==> src/rtl/core/srr_pkg.sv <==
// srr_pkg: shared constants, types and slot arithmetic for the
// selective-repeat receiver. No dependencies; used by every rtl/core module.
package srr_pkg;

  localparam int WINDOW_MAX     = 8;
  localparam int PAYLOAD_BITS   = 64;
  localparam int SEQ_BITS       = 16;
  localparam int SLOT_BITS      = (WINDOW_MAX > 1) ? $clog2(WINDOW_MAX) : 1;
  localparam int CNT_BITS       = $clog2(WINDOW_MAX + 1);
  localparam int SUM_BITS       = CNT_BITS + 1;
  localparam int WSIZE_BITS     = 4;
  localparam int SBITS_BITS     = 5;
  localparam int CFG_INDEX_BITS = 4;
  localparam int CFG_DATA_BITS  = 5;
  localparam int CMD_DEPTH      = 2;
  localparam int CMD_PTR_BITS   = (CMD_DEPTH > 1) ? $clog2(CMD_DEPTH) : 1;
  localparam int CMD_CNT_BITS   = $clog2(CMD_DEPTH + 1);

  // configuration register indexes
  localparam logic [CFG_INDEX_BITS-1:0] REG_WINDOW_SIZE = 4'd0;
  localparam logic [CFG_INDEX_BITS-1:0] REG_SEQ_BITS    = 4'd1;

  localparam logic [WSIZE_BITS-1:0] WSIZE_RESET = 4'd4;
  localparam logic [SBITS_BITS-1:0] SBITS_RESET = 5'd3;

  // result kinds
  localparam logic KIND_ACK     = 1'b0;
  localparam logic KIND_DELIVER = 1'b1;

  // work handed from the classifier to the result sequencer
  typedef struct packed {
    logic                    deliver;
    logic [SEQ_BITS-1:0]     seq;
    logic [SEQ_BITS-1:0]     mmask;
    logic [PAYLOAD_BITS-1:0] payload;
    logic                    wr_slot;
    logic [SLOT_BITS-1:0]    slot;
    logic [CNT_BITS-1:0]     count;
  } srr_cmd_t;

  // circular slot index: base + off modulo WINDOW_MAX, off at most WINDOW_MAX
  function automatic logic [SLOT_BITS-1:0] slot_add(input logic [SLOT_BITS-1:0] base,
                                                    input logic [CNT_BITS-1:0] off);
    logic [SUM_BITS-1:0] s;
    s = SUM_BITS'(base) + SUM_BITS'(off);
    if (s >= SUM_BITS'(WINDOW_MAX)) s = s - SUM_BITS'(WINDOW_MAX);
    return SLOT_BITS'(s);
  endfunction

endpackage

==> src/rtl/core/srr_front.sv <==
// srr_front: configuration registers, window base and slot valid marks;
// classifies each packet and queues a command. Depends on srr_pkg.
module srr_front (
  input  logic                               clk,
  input  logic                               rst,
  input  logic                               cfg_valid,
  output logic                               cfg_ready,
  input  logic [srr_pkg::CFG_INDEX_BITS-1:0] cfg_index,
  input  logic [srr_pkg::CFG_DATA_BITS-1:0]  cfg_data,
  input  logic                               push,
  output logic                               full,
  input  logic [srr_pkg::SEQ_BITS-1:0]       seq_num,
  input  logic                               checksum_ok,
  input  logic [srr_pkg::PAYLOAD_BITS-1:0]   payload,
  output srr_pkg::srr_cmd_t                  cmd,
  output logic                               cmd_push,
  input  logic                               cmd_full
);
  import srr_pkg::*;

  logic [WSIZE_BITS-1:0] window_size;
  logic [SBITS_BITS-1:0] seq_bits;
  logic [SEQ_BITS-1:0]   window_base;
  logic [SLOT_BITS-1:0]  head;
  logic [WINDOW_MAX-1:0] slot_valid;

  logic                  in_accept;
  logic [SBITS_BITS-1:0] b_eff;
  logic [SEQ_BITS:0]     m;
  logic [SEQ_BITS:0]     n_wide;
  logic [SEQ_BITS-1:0]   mmask;
  logic [SEQ_BITS-1:0]   base_eff;
  logic [SEQ_BITS-1:0]   d;
  logic                  seq_ok;
  logic                  in_cur;
  logic                  in_prev;
  logic                  deliver;
  logic                  buffer;
  logic [SLOT_BITS-1:0]  slot_d;
  logic [CNT_BITS-1:0]   k;
  logic                  run;
  logic [WINDOW_MAX-1:0] clr;

  assign cfg_ready = 1'b1;
  assign full      = cmd_full;
  assign in_accept = push && !cmd_full;

  always_comb begin
    b_eff = (seq_bits == '0 || seq_bits > SBITS_BITS'(SEQ_BITS)) ? SBITS_BITS'(SEQ_BITS)
                                                                 : seq_bits;
    m        = (SEQ_BITS+1)'(1) << b_eff;
    mmask    = SEQ_BITS'(m - (SEQ_BITS+1)'(1));
    base_eff = window_base & mmask;
    if (32'(window_size) > WINDOW_MAX) n_wide = (SEQ_BITS+1)'(WINDOW_MAX);
    else                               n_wide = (SEQ_BITS+1)'(window_size);
    if (n_wide > m) n_wide = m;
    d       = (seq_num - base_eff) & mmask;
    seq_ok  = checksum_ok && ((seq_num & ~mmask) == '0) && (n_wide != '0);
    in_cur  = seq_ok && ({1'b0, d} < n_wide);
    in_prev = seq_ok && !in_cur && ({1'b0, d} >= m - n_wide);
    slot_d  = slot_add(head, CNT_BITS'(d));
    deliver = in_cur && (d == '0);
    buffer  = in_cur && (d != '0) && !slot_valid[slot_d];

    // base delivery plus the run of buffered successors
    k   = CNT_BITS'(1);
    run = 1'b1;
    for (int j = 1; j < WINDOW_MAX; j++) begin
      if (run && slot_valid[slot_add(head, CNT_BITS'(j))]) k = k + CNT_BITS'(1);
      else run = 1'b0;
    end

    // slots consumed by this delivery, by offset from head
    for (int i = 0; i < WINDOW_MAX; i++) begin
      clr[i] = (((i >= int'(head)) ? (i - int'(head)) : (i + WINDOW_MAX - int'(head)))
                < int'(k));
    end

    cmd.deliver = deliver;
    cmd.seq     = seq_num;
    cmd.mmask   = mmask;
    cmd.payload = payload;
    cmd.wr_slot = buffer;
    cmd.slot    = deliver ? slot_add(head, CNT_BITS'(1)) : slot_d;
    cmd.count   = k;
    cmd_push    = in_accept && (in_cur || in_prev);
  end

  always_ff @(posedge clk) begin
    if (rst) begin
      window_size <= WSIZE_RESET;
      seq_bits    <= SBITS_RESET;
      window_base <= '0;
      head        <= '0;
      slot_valid  <= '0;
    end else begin
      if (cfg_valid) begin
        unique case (cfg_index)
          REG_WINDOW_SIZE: window_size <= cfg_data[WSIZE_BITS-1:0];
          REG_SEQ_BITS:    seq_bits    <= cfg_data;
          default: ;
        endcase
      end
      if (in_accept) begin
        window_base <= deliver ? ((base_eff + SEQ_BITS'(k)) & mmask) : base_eff;
        if (deliver) begin
          head <= slot_add(head, k);
          for (int i = 0; i < WINDOW_MAX; i++) begin
            if (clr[i]) slot_valid[i] <= 1'b0;
          end
        end else if (buffer) begin
          slot_valid[slot_d] <= 1'b1;
        end
      end
    end
  end

`ifndef SYNTHESIS
  // the base slot is never held as buffered
  a_head_free: assert property (@(posedge clk) disable iff (rst) !slot_valid[head])
    else $error("slot at window base marked valid");
  a_no_overflow: assert property (@(posedge clk) disable iff (rst) cmd_push |-> !cmd_full)
    else $error("command queued while queue full");
  a_corrupt_silent: assert property (@(posedge clk) disable iff (rst)
    (in_accept && !checksum_ok) |-> !cmd_push)
    else $error("corrupt packet produced a command");
`endif

endmodule

==> src/rtl/core/srr_cmd_fifo.sv <==
// srr_cmd_fifo: short command queue between classifier and sequencer.
// Depends on srr_pkg for the command type and depth.
module srr_cmd_fifo (
  input  logic              clk,
  input  logic              rst,
  input  logic              push,
  output logic              full,
  input  srr_pkg::srr_cmd_t wdata,
  input  logic              pop,
  output logic              empty,
  output srr_pkg::srr_cmd_t rdata
);
  import srr_pkg::*;

  srr_cmd_t                  entries [CMD_DEPTH];
  logic [CMD_PTR_BITS-1:0]   wr_ptr;
  logic [CMD_PTR_BITS-1:0]   rd_ptr;
  logic [CMD_CNT_BITS-1:0]   count;
  logic                      do_push;
  logic                      do_pop;

  assign full    = (count == CMD_CNT_BITS'(CMD_DEPTH));
  assign empty   = (count == '0);
  assign do_push = push && !full;
  assign do_pop  = pop && !empty;
  assign rdata   = entries[rd_ptr];

  always_ff @(posedge clk) begin
    if (rst) begin
      wr_ptr <= '0;
      rd_ptr <= '0;
      count  <= '0;
    end else begin
      if (do_push) begin
        wr_ptr <= (wr_ptr == CMD_PTR_BITS'(CMD_DEPTH - 1)) ? '0 : wr_ptr + 1'b1;
      end
      if (do_pop) begin
        rd_ptr <= (rd_ptr == CMD_PTR_BITS'(CMD_DEPTH - 1)) ? '0 : rd_ptr + 1'b1;
      end
      if (do_push && !do_pop)      count <= count + 1'b1;
      else if (do_pop && !do_push) count <= count - 1'b1;
    end
  end

  always_ff @(posedge clk) begin
    if (do_push) entries[wr_ptr] <= wdata;
  end

endmodule

==> src/rtl/core/srr_back.sv <==
// srr_back: reorder payload store and result sequencer; emits the ack and
// then the in-order deliveries of each command. Depends on srr_pkg.
module srr_back (
  input  logic                             clk,
  input  logic                             rst,
  input  srr_pkg::srr_cmd_t                cmd,
  input  logic                             cmd_empty,
  output logic                             cmd_pop,
  output logic                             empty,
  input  logic                             pop,
  output logic                             kind,
  output logic [srr_pkg::SEQ_BITS-1:0]     ack_seq,
  output logic [srr_pkg::PAYLOAD_BITS-1:0] delivered_payload,
  output logic                             last
);
  import srr_pkg::*;

  logic [PAYLOAD_BITS-1:0] slot_mem [WINDOW_MAX];

  logic                    out_valid;
  logic                    busy;
  logic                    first;
  logic [CNT_BITS-1:0]     remaining;
  logic [SEQ_BITS-1:0]     cur_seq;
  logic [SEQ_BITS-1:0]     cur_mmask;
  logic [SLOT_BITS-1:0]    cur_slot;
  logic [PAYLOAD_BITS-1:0] first_payload;

  logic                    out_free;
  logic                    load_dlv;

  assign empty    = !out_valid;
  assign out_free = !out_valid || pop;
  assign cmd_pop  = !busy && !cmd_empty && out_free;
  assign load_dlv = busy && out_free;

  always_ff @(posedge clk) begin
    if (rst) begin
      out_valid <= 1'b0;
      busy      <= 1'b0;
    end else begin
      if (cmd_pop) begin
        out_valid <= 1'b1;
        busy      <= cmd.deliver;
      end else if (load_dlv) begin
        out_valid <= 1'b1;
        busy      <= (remaining != CNT_BITS'(1));
      end else if (pop) begin
        out_valid <= 1'b0;
      end
    end
  end

  always_ff @(posedge clk) begin
    if (cmd_pop) begin
      kind              <= KIND_ACK;
      ack_seq           <= cmd.seq;
      delivered_payload <= '0;
      last              <= !cmd.deliver;
      remaining         <= cmd.count;
      cur_seq           <= cmd.seq;
      cur_mmask         <= cmd.mmask;
      cur_slot          <= cmd.slot;
      first             <= 1'b1;
      first_payload     <= cmd.payload;
      if (cmd.wr_slot) slot_mem[cmd.slot] <= cmd.payload;
    end else if (load_dlv) begin
      kind              <= KIND_DELIVER;
      ack_seq           <= cur_seq;
      delivered_payload <= first ? first_payload : slot_mem[cur_slot];
      last              <= (remaining == CNT_BITS'(1));
      remaining         <= remaining - CNT_BITS'(1);
      cur_seq           <= (cur_seq + 1'b1) & cur_mmask;
      first             <= 1'b0;
      // the packet's own payload goes first, then buffered slots
      if (!first) cur_slot <= slot_add(cur_slot, CNT_BITS'(1));
    end
  end

`ifndef SYNTHESIS
  a_busy_count: assert property (@(posedge clk) disable iff (rst)
    busy |-> (remaining != '0))
    else $error("sequencer busy with nothing left to deliver");
  a_pop_idle: assert property (@(posedge clk) disable iff (rst) cmd_pop |-> !busy)
    else $error("command taken while deliveries pending");
  a_hold_result: assert property (@(posedge clk) disable iff (rst)
    (out_valid && !pop) |=> out_valid)
    else $error("waiting result dropped");
`endif

endmodule

==> src/rtl/core/selective_repeat_receiver.sv <==
// selective_repeat_receiver: top level of the selective-repeat ARQ receiver.
// Depends on srr_pkg, srr_front, srr_cmd_fifo and srr_back.
//
// Packets enter through a queue-style port: an item is taken at a clock edge
// with push high and full low. Results leave the same way: the oldest result
// sits on kind, ack_seq, delivered_payload and last while empty is low, and
// is taken on an edge with pop high. Each packet gives either nothing
// (corrupt, out of range or outside both windows), one ack, or an ack
// followed by the in-order deliveries it releases; last marks its final one.
// window_size and seq_bits are written over the cfg port (always ready) and
// should only change while no packet is in flight.
// The classifier takes one packet per cycle while full is low; a command queue
// of two entries sits in front of the sequencer. The first result passes
// through that queue and the output register. The sequencer puts out one
// result per cycle while pop is high: each packet's ack, then its deliveries.
// Synchronous reset sets window_size 4, seq_bits 3, base 0 and clears the
// valid marks at once. When pop stays low, results wait in the output
// register, the queue fills and full rises until the consumer drains it.
module selective_repeat_receiver (
  input  logic                               clk,
  input  logic                               rst,
  input  logic                               cfg_valid,
  output logic                               cfg_ready,
  input  logic [srr_pkg::CFG_INDEX_BITS-1:0] cfg_index,
  input  logic [srr_pkg::CFG_DATA_BITS-1:0]  cfg_data,
  input  logic                               push,
  output logic                               full,
  input  logic [srr_pkg::SEQ_BITS-1:0]       seq_num,
  input  logic                               checksum_ok,
  input  logic [srr_pkg::PAYLOAD_BITS-1:0]   payload,
  output logic                               empty,
  input  logic                               pop,
  output logic                               kind,
  output logic [srr_pkg::SEQ_BITS-1:0]       ack_seq,
  output logic [srr_pkg::PAYLOAD_BITS-1:0]   delivered_payload,
  output logic                               last
);
  import srr_pkg::*;

  srr_cmd_t cmd_in;
  srr_cmd_t cmd_out;
  logic     cmd_push;
  logic     cmd_full;
  logic     cmd_pop;
  logic     cmd_empty;

  srr_front u_front (
    .clk         (clk),
    .rst         (rst),
    .cfg_valid   (cfg_valid),
    .cfg_ready   (cfg_ready),
    .cfg_index   (cfg_index),
    .cfg_data    (cfg_data),
    .push        (push),
    .full        (full),
    .seq_num     (seq_num),
    .checksum_ok (checksum_ok),
    .payload     (payload),
    .cmd         (cmd_in),
    .cmd_push    (cmd_push),
    .cmd_full    (cmd_full)
  );

  srr_cmd_fifo u_fifo (
    .clk   (clk),
    .rst   (rst),
    .push  (cmd_push),
    .full  (cmd_full),
    .wdata (cmd_in),
    .pop   (cmd_pop),
    .empty (cmd_empty),
    .rdata (cmd_out)
  );

  srr_back u_back (
    .clk               (clk),
    .rst               (rst),
    .cmd               (cmd_out),
    .cmd_empty         (cmd_empty),
    .cmd_pop           (cmd_pop),
    .empty             (empty),
    .pop               (pop),
    .kind              (kind),
    .ack_seq           (ack_seq),
    .delivered_payload (delivered_payload),
    .last              (last)
  );

endmodule

==> config.mk <==
export PLATFORM = sky130hd
export DESIGN_NAME = selective_repeat_receiver
export DESIGN_NICKNAME = d
export VERILOG_FILES = /design/src/rtl/core/srr_pkg.sv /design/src/rtl/core/srr_front.sv /design/src/rtl/core/srr_cmd_fifo.sv /design/src/rtl/core/srr_back.sv /design/src/rtl/core/selective_repeat_receiver.sv
export SDC_FILE = /design/constraint.sdc
export NUM_CORES = 1
export LEC_CHECK = 0
export BUFFER_PORTS_ARGS = -buffer_cell sky130_fd_sc_hd__buf_4
export CAP_MARGIN = 30
export CORE_MARGIN = 2
export CORE_UTILIZATION = 55
export DETAILED_ROUTE_END_ITERATION = 16
export GPL_ROUTABILITY_DRIVEN = 0
export MAX_ROUTING_LAYER = met4
export PLACE_DENSITY = 0.77
export SETUP_SLACK_MARGIN = 0.15
export SYNTH_ARGS = -nofsm -noshare
export SYNTH_HDL_FRONTEND = slang
export SYNTH_HIERARCHICAL = 1
export SYNTH_SLANG_ARGS = --single-unit
==> constraint.sdc <==
create_clock -name clk -period 11.5 [get_ports clk]
set_clock_uncertainty 0.1 [all_clocks]
set_input_delay 2.3 -clock clk [delete_from_list [all_inputs] [get_ports clk]]
set_output_delay 2.3 -clock clk [all_outputs]
set_load 0.05 [all_outputs]
==> Yosys cells after proc, flatten, opt, wreduce, memory -nomap -nowiden <==
Memory sizes are Yosys's and may differ from the RTL's. A register that Yosys moved wholly into a read port is not among the register bits.
Index checks and enable logic that the tools add are counted.
{ "word_totals": {"register_bits": 228, "latchBits": 0, "ramBits": 722, "rom_bits": 0, "input_bits": 95, "output_inout_bits": 85, "elab_cells": 291, "n_memories": 2} }
{ "memory_table": {"columns": ["memory", "words", "width", "rd", "rd_ports_with_merged_regs", "write_ports", "line", "source"], "rows": [
  ["u_back.slot_mem", 8, 64, 1, 1, 1, "srr_back.sv:18", "logic [PAYLOAD_BITS-1:0] slot_mem [WINDOW_MAX];"],
  ["u_fifo.entries", 2, 105, 1, 1, 1, "srr_cmd_fifo.sv:15", "srr_cmd_t entries [CMD_DEPTH];"]
]} }
{ "op_classes": {"addsub": 51, "mul": 0, "div_mod_pow": 0, "order_cmp": 39, "n_eq_ne": 13, "n_shift": 1, "n_mux": 92, "bitwise_logic": 7, "reduce_logical": 59} }
{ "ops": {"columns": ["operator", "count"], "rows": [
  ["$lt 32x5->1", 8],
  ["$mux 32", 7],
  ["$and 16x16->16", 5],
  ["$mux 16", 5],
  ["$mux 64", 1],
  ["$mux 3", 15],
  ["$mux 1", 39],
  ["$mux 4", 9],
  ["$sub 4x3->5 const A", 7],
  ["$ge 4x4->1 const B", 8],
  ["$logic_not 16->1", 2],
  ["$lt 3x4->1 const B", 8],
  ["$sub 3x1->3 const B", 10],
  ["$bmux 1 s3", 8],
  ["$logic_and 1x1->1", 24],
  ["$reduce_and 3->1", 8],
  ["$add 4x1->4 const B", 5],
  ["$ne 2x2->1 const B", 9],
  ["$ge 16x17->1", 1],
  ["$gt 4x17->1", 1],
  ["$lt 16x17->1", 1],
  ["$mux 17", 1],
  ["$reduce_bool 17->1", 1],
  ["$shl 1x5->17 const A", 1],
  ["42 further kinds", 78]
]} }

==> Longest topological paths before layout <==
Gate-level depths: netlist of run 1.
{ "logic_depth": {"word_depth": 21, "ltp_mapped": 39, "depth_no_buf": 34} }

==> Cells and area by module <==
The synthesis of run 1 kept the hierarchy.
{ "modules_own_cells": {"columns": ["mod", "n_inst", "cells_each", "area_per_inst_um2", "seq_area_each_um2"], "rows": [
  ["srr_back", 1, 1269, 25685.9, 20399.6],
  ["srr_cmd_fifo", 1, 352, 8045.2, 6406.1],
  ["srr_front", 1, 935, 7125.6, 720.7]
]} }

==> Worst setup path before layout of run 1 <==
OpenSTA, ideal clock, no wires.
{ "synth_path": {"path_kind": "input-to-reg", "start": "input pop", "end": "memory u_back.slot_mem[1][0], enable pin", "setup_time_ps": 644, "arrival_ps": 9081, "t_required_ps": 10756, "path_slack_ps": 1675, "path_stages": 5, "path_buffers": 2, "cell_sequence": "nor2b_1 -> or3_1 -> buf_2 -> buf_2 -> nor4_1"} }
{ "synth_between": {"elab_chain_cells": 4} }
{ "synth_rtl": {"columns": ["element", "line", "source"], "rows": [
  ["start, declared", "selective_repeat_receiver.sv:32", "input logic pop,"],
  ["$logic_or 1x1->1", "srr_back.sv:33", "assign out_free = !out_valid || pop;"],
  ["$logic_and 1x1->1", "srr_back.sv:34", "assign cmd_pop = !busy && !cmd_empty && out_free;"],
  ["$mux 1", "srr_back.sv:55", "if (cmd_pop) begin"],
  ["$mux 1 (not written as such)", "srr_back.sv:66", "if (cmd.wr_slot) slot_mem[cmd.slot] <= cmd.payload;"],
  ["end, declared", "srr_back.sv:18", null]
]} }
No other way between the ends.

==> impl_metrics.toml, run 1 <==
[detailed_routing]
route.final.wire_length_microns = 94700
num_vias = 23700
dr_wl_met3_microns = 8830
route.layer.met1.wl_microns = 35600
drc = 0
detail_route.first_pass.iterations = 8
routed_wire_length_on_met2_microns = 46900
vias_per_cell = 6.38
drtAntennaViolNets = 0
routed_length_per_instance_microns = 25.5
initialDrtViolationCount = 2849
top_layer = "met4"

[cts]
cts_made_buffers = 93
holdBufCountCts = 0
clk_path_buf_depth = 3
cts_root_buffer = "clkbuf_16"
cts.repair_timing.setup_buffer_count = 0
clkSlewWorstSetupHoldPaths_ns = 0.06
clk_latency_ns = 0.66
cts_tree = "built"
h_tree_levels = 3
postCtsResizedCells = 0
tritoncts_num_sinks = 954

[power]
power.ir.vdd_worst_mv = 0.129
power.static_leakage_nw = 16.1
power_per_cell_area_nw_per_um2 = 152

[sta]
fmax_mhz = 101
worst_pin_slew_ns = 1.01
max-slew-margin-rel = 0.326
finalHoldViolations = 0
final-setup-viol-count = 0
min_period_over_period = 0.858
timing.final.max_slew_violations = 0
unrepaired_setup_endpoints_after_global_routing = "no"
setup-tns-final_ns = 0
finalCriticalPeriod_ns = 9.86

[logic_synthesis]
yosys.cell_types.count = 97
synth_seq_cells = 954
synth_enable_flop_cells = 842
syn_area_per_cell_sq_um = 16.0
ys.flop_type = "edfxtp_1"
count_leader_synth = "edfxtp_1"
synth_area_leader_cell = "edfxtp_1"
syn-instance-count = 2556
post_synth_main_area_contributors = "edfxtp_1 (62%), mux4_2 (7.6%), dfxtp_1 (5.5%), ha_1 (3.2%), nand2_1 (2.6%)"
mappedNetlistArea_sq_um = 40900
synth_seq_area_share = 0.674
ys_top_cells_by_count = "edfxtp_1 (842), nand2_1 (282), mux4_2 (137), dfxtp_1 (112), ha_1 (104)"
yosysTopAreaCellShare = 0.619
synthesis.yosys.warnings = 6
synth_async_sr_flop_share = 0

[placed_design]
place.port_buffers = 178
dp_hpwl_microns = 55100

[floorplanning]
rows = 99
die_w_microns = 277
design.die.area_sq_um = 76500
initial_utilization = 0.558
io-pin-count = 180
die_y_microns = 277
placeableCoreArea_sq_um = 73200

[grt]
grt_overflow_total = 0
first_global_vias = 24200
largest_net_degree_at_the_start_of_global_routing = 101
grt_first_pass_wirelength_microns = 143000
initial_antenna_violation_count = 2
grt_usage = 0.253

[worst_setup_path]
r2r.worst_path.cells = 33
worst_ep_arrival_time_ns = 10.07
cp.depth = 33
critPathMaxFanout = 38
critical-path-max-stage-delay_ns = 0.70
crit_type = "register to register"
crit_slowest_cell = "dfxtp_1"
worstPathRequired_ns = 11.71
start_kind = "register"
critPathTopFamily = "compound AO/OA/AOI/OAI gates"
worstSetupEndpointType = "register"
crit_buf_inv = 7
cpMostUsedCell = "inv_1"

[finish]
layout.filler_cells = 4997
area_growth_pct = 11.9
drive_gt1_frac = 0.236
finalNetCount = 2885
final_core_utilization = 0.624

[outcome]
result_of_the_run = "finished, final reports clean"

[worst_hold_path]
worst_hold_path_type = "register to register"
min_path_cells = 2

[job]
max_cap_violations = 0
-- registers in the layout, summed over array words and instances, names as in the netlist, 4 cells and up, named ones only --
register and flops:
u_back/ack_seq 16, u_back/cur_mmask 16, u_back/cur_seq 16, u_back/delivered_payload 64, u_back/first_payload 64, u_back/remaining 4
u_back/slot_mem 512, u_fifo/entries 210, u_front/seq_bits 5, u_front/slot_valid 8, u_front/window_base 16, u_front/window_size 4
-- power breakdown --
| group | internal (W) | total (W) | switching (W) |
|---|---|---|---|
| logic | 0.0000811 | 0.000205 | 0.000123 |
| clock network | 0.00173 | 0.00303 | 0.00130 |
| registers | 0.00373 | 0.00373 | 0.00000388 |
-- layer usage --
| layer | track usage | vias to the layer above |
|---|---|---|
| li1 | - | 10200 |
| met1 | 0.318 | 11900 |
| met2 | 0.414 | 1371 |
| met3 | 0.0424 | 243 |
| met4 | 0.0958 | 0 |
| met5 | - | - |
-- through the flow --
stage	cells	worst slack [ns]	total power, W	cell area (sq um)	hold slack, ns
4_1_cts	3713	1.88	0.00700	45700	0.366
3_5_place_dp	3541	1.92	0.00400	42600	0.356
5_1_grt	3718	1.12	0.00715	45700	0.375
6_report	3718	1.64	0.00696	45700	0.368
3_3_place_gp	3538	2.19	0.00399	42500	0.348
2_1_floorplan	2568	1.68	0.00394	40900	0.342
-- cells in the final DEF (no fill, tap or decap), types with 12 or more instances in the layout --
cell and count:
nand2_1 282, o21ai_1 15, nor2b_1 17, clkbuf_16 93
mux2i_1 18, nor2_1 61, xor2_1 13, dfxtp_1 109
nor4_1 18, mux4_2 137, a21o_1 24, nand2b_1 16
mux2_2 62, clkbuf_1 25, xnor2_1 30, nand4_1 12
nor3_1 30, nand3_1 34, a222oi_1 64, inv_1 69
a21oi_1 74, a31oi_1 18, conb_1 14, buf_4 209
o21ai_0 34, ha_1 104, clkinv_2 13, mux2_4 50
edfxtp_1 842, o21a_1 18
-- worst register-to-register path, delay by kind of cell, from the launching register on --
family | cells | cell delay [ns]
AOI/OAI and AO/OA | 11 | 2.76
and+or+nand+nor | 9 | 2.57
adders and majority gates | 5 | 1.42
muxes | 1 | 0.27
buffers and inverters | 7 | 1.70
DFF | 1 | 0.70
-- path summary, 6_finish.rpt --
| check | startpoint | endpoint | slack [ns] |
|---|---|---|---|
| setup / recovery | u_front/seq_bits[0] | u_fifo/entries[1][40] | 1.64 |
| hold / removal | u_back/first_payload[33] | u_back/delivered_payload[33] | 0.37 |
| setup reg to reg | u_front/seq_bits[0] | u_fifo/entries[1][40] | 1.64 |
| hold reg to reg | u_back/first_payload[33] | u_back/delivered_payload[33] | 0.37 |
-- kinds of logic after synthesis --
family / share of synthesized area
multiplexers: 0.115
AO/OA/AOI/OAI: 0.0615
adder cells (fa/ha/maj): 0.0348
other: 0.000184
flip-flops: 0.674
AND/OR/NAND/NOR: 0.0666
buffers and inverters: 0.0382
XOR/XNOR: 0.00962
-- final cells by class --
cell class | count | area, sq um | share of cell area
Antenna cell | 2 | 5.00 | 0.000110
Tap cell | 959 | 1200 | 0.0263
Sequential cell | 954 | 27500 | 0.603
Inverter | 71 | 272 | 0.00594
Timing Repair Buffer | 217 | 1730 | 0.0378
Clock inverter | 44 | 513 | 0.0112
Multi-Input combinational cell | 1343 | 11900 | 0.260
Clock buffer | 128 | 2560 | 0.0560
Note: power is estimated with default switching activity, not from simulation.
==> run 2: changes to the inputs <==
--- a/config.mk
+++ b/config.mk
@@ -5,6 +5,7 @@
 export SDC_FILE = /design/constraint.sdc
 export NUM_CORES = 1
 export LEC_CHECK = 0
+export ABC_AREA = 1
 export BUFFER_PORTS_ARGS = -buffer_cell sky130_fd_sc_hd__buf_4
 export CAP_MARGIN = 30
 export CORE_MARGIN = 2
==> run 2 against run 1 <==
  * Via count is 23% higher
  * Clock power hardly changed
  * Cell area is 4.6% higher
  * Sequential share of layout area is 2.7 points lower
  * Combinational power grew to 4.9 times the previous value
  * Maximum frequency is 19% higher
  * Sequential power is 5% higher
  * Critical path depth is 8 higher
  * Synthesized cell count is 53% higher
  * Critical path type unchanged
  * Critical endpoint is now u_fifo/entries[1][62]
  * Largest power group unchanged
  * Highest routed layer unchanged
==> impl_metrics.toml, run 2 <==
[worst_setup_path]
worstSetupStartpoint = "u_front/seq_bits[2]"
worstSetupEndpointType = "register"
start_kind = "register"
r2r.worst_path.cells = 41
critPathMaxFanout = 26
critical-path-max-stage-delay_ns = 0.44
crit_slowest_cell = "a21oi_4"
critical_path.reg2reg.startpoint = "u_front/seq_bits[2]"
crit_type = "register to register"
worstPathRequired_ns = 11.68
worst_ep_arrival_time_ns = 8.45
cpMostUsedCell = "nand2_1"
worstSetupEndpoint = "u_fifo/entries[1][62]"
reg2reg_end = "u_fifo/entries[1][62]"
r2r_setup_slack_ns = 3.24

[sta]
fmax_mhz = 121
timing.final.max_slew_violations = 0
worst_pin_slew_ns = 1.06
setup-tns-final_ns = 0
finalHoldViolations = 0
max-slew-margin-rel = 0.296
unrepaired_setup_endpoints_after_global_routing = "no"
hold_ws_ns = 0.350
final-setup-viol-count = 0
finalCriticalPeriod_ns = 8.26
min_period_over_period = 0.719

[detailed_routing]
drc = 0
num_vias = 29100
routed_length_per_instance_microns = 19.8
detail_route.first_pass.iterations = 8
initialDrtViolationCount = 3440
vias_per_cell = 5.66
route.final.wire_length_microns = 102000
drtAntennaViolNets = 0

[finish]
biggestRegsByFlops = "u_back/slot_mem: 512 flops, u_fifo/entries: 210 flops"
fin_cells = 5137
largest_register_ffs = 512
layout.cells.most_common = "nand2_1"
largest_register = "u_back/slot_mem"
area_growth_pct = 10.7
layout.cells.most_common_list = "nand2_1 (1,084), edfxtp_1 (842), nand3_1 (574), nor2_1 (250), buf_4 (214)"
finalNetCount = 4214
total_non_filler_cell_area_in_the_finished_layout_sq_um = 47800
drive_gt1_frac = 0.136

[cts]
clkSlewWorstSetupHoldPaths_ns = 0.06
clk_path_buf_depth = 3
cts_made_buffers = 95
cts_root_buffer = "clkbuf_16"
holdBufCountCts = 0
h_tree_levels = 3
clk_latency_ns = 0.66
postCtsResizedCells = 0
tritoncts_num_sinks = 954
cts_tree = "built"
cts.repair_timing.setup_buffer_count = 0

[grt]
grt_first_pass_wirelength_microns = 156000
first_global_vias = 28300
largest_net_degree_at_the_start_of_global_routing = 223
initial_antenna_violation_count = 5
grt_usage = 0.256
grt_overflow_total = 0

[logic_synthesis]
yosysTopAreaCellShare = 0.585
synth_async_sr_flop_share = 0
syn-instance-count = 3922
mappedNetlistArea_sq_um = 43200
ys_top_cells_by_count = "nand2_1 (1,085), edfxtp_1 (842), nand3_1 (574), nor2_1 (257), inv_1 (196)"
post_synth_main_area_contributors = "edfxtp_1 (59%), nand2_1 (9.4%), nand3_1 (6.7%), dfxtp_1 (5.2%), ha_1 (3.0%)"
yosys.cell_types.count = 64
synth_seq_cells = 954
synth_seq_area_share = 0.637
syn_area_per_cell_sq_um = 11.0
synth_area_leader_cell = "edfxtp_1"
ys.flop_type = "edfxtp_1"
count_leader_synth = "nand2_1"
synthesis.yosys.warnings = 6
synth_enable_flop_cells = 842

[power]
power_per_cell_area_nw_per_um2 = 165
power.static_leakage_nw = 18.5
power.ir.vdd_worst_mv = 0.142
total_power_w = 0.00791

[worst_hold_path]
worst_hold_path_type = "register to register"

[placed_design]
place_area_sq_um = 44700
place.port_buffers = 178
dp_hpwl_microns = 60400
placed_cells_incl_taps = 4951

[floorplanning]
die_w_microns = 284
io-pin-count = 180
placeableCoreArea_sq_um = 77600
rows = 102
die_y_microns = 284
design.die.area_sq_um = 80800
initial_utilization = 0.557

[outcome]
result_of_the_run = "finished, final reports clean"

[job]
max_cap_violations = 0
-- run 2: changes by cell type after synthesis, moves of 19 or more --
cell and change:
nand2_1 +803, nand3_1 +540, nor2_1 +194, mux4_2 -137
inv_1 +126, a222oi_1 -64, o21ai_0 +64, buf_2 +27
buf_6 +24, xnor2_1 -22, nor3_1 -19, nor4_1 -19
-- run 2: cells by family (layout without fill, tap and decap cells) --
kind of cell	Yosys count	in the layout	synth area share
compound gates	229	229	0.0291
xor+xnor	31	31	0.00629
fa+ha+maj	110	110	0.0329
buf+inv	459	617	0.0595
flops	954	954	0.637
mux	109	109	0.0326
other cells	2	19	0.000174
simple gates	2028	2028	0.202
-- run 2: how the worst min path moves through the flow --
| stage | depth (start not counted) | slack, ns | startpoint | to |
|---|---|---|---|---|
| 6_report | 2 | 0.35 | u_back/delivered_payload[33] | u_back/delivered_payload[33] |
| 5_1_grt | 2 | 0.36 | u_back/delivered_payload[27] | u_back/delivered_payload[27] |
| 4_1_cts | 2 | 0.35 | u_back/delivered_payload[8] | u_back/delivered_payload[8] |
| 3_5_place_dp | 2 | 0.34 | u_back/delivered_payload[8] | u_back/delivered_payload[8] |
| 3_3_place_gp | 2 | 0.34 | u_back/delivered_payload[34] | u_back/delivered_payload[34] |
| 2_1_floorplan | 2 | 0.33 | u_front/window_size[1] | u_front/window_size[1] |
-- run 2: power by group --
group          total [W]  leakage [nW]  internal [W]  switching, W
Combinational   0.000996          8.48      0.000290      0.000706
Clock            0.00301          1.51       0.00171       0.00130
Sequential       0.00390          8.49       0.00383     0.0000707
Total            0.00791          18.5       0.00583       0.00207
-- run 2: layout make-up --
class | count | area, sq um
antenna | 5 | 12.5
multi-input combinational | 2521 | 13200
timing repair buffer | 223 | 1820
clock inverter | 58 | 557
tap | 1040 | 1300
clock buffer | 122 | 2540
fill | 5878 | 29800
sequential | 954 | 27500
inverter | 214 | 826
-- run 2: worst max-delay path: cells and delay by family (launching register included) --
kind | cells | cell delay [ns]
buffers and inverters | 6 | 1.24
flip-flops | 1 | 0.43
AND/OR/NAND/NOR | 20 | 2.52
AO/OA/AOI/OAI | 10 | 2.18
adder cells (fa/ha/maj) | 4 | 1.27
XOR/XNOR | 1 | 0.10
-- run 2: metal layers --
layer / part of all wire / GRT usage / wire (microns) / up-vias
li1: - / - / - / 13600
met1: 0.39 / 0.320 / 39300 / 13800
met2: 0.50 / 0.427 / 50900 / 1417
met3: 0.086 / 0.0375 / 8750 / 230
met4: 0.029 / 0.0920 / 3000 / 0
met5: 0 / - / 0 / -
-- run 2: through the flow --
step	utilization	setup WS, ns
3_3_place_gp	0.574	3.21
3_5_place_dp	0.576	3.43
2_1_floorplan	-	1.10
6_report	0.616	3.24
5_1_grt	0.616	2.51
4_1_cts	0.616	3.37
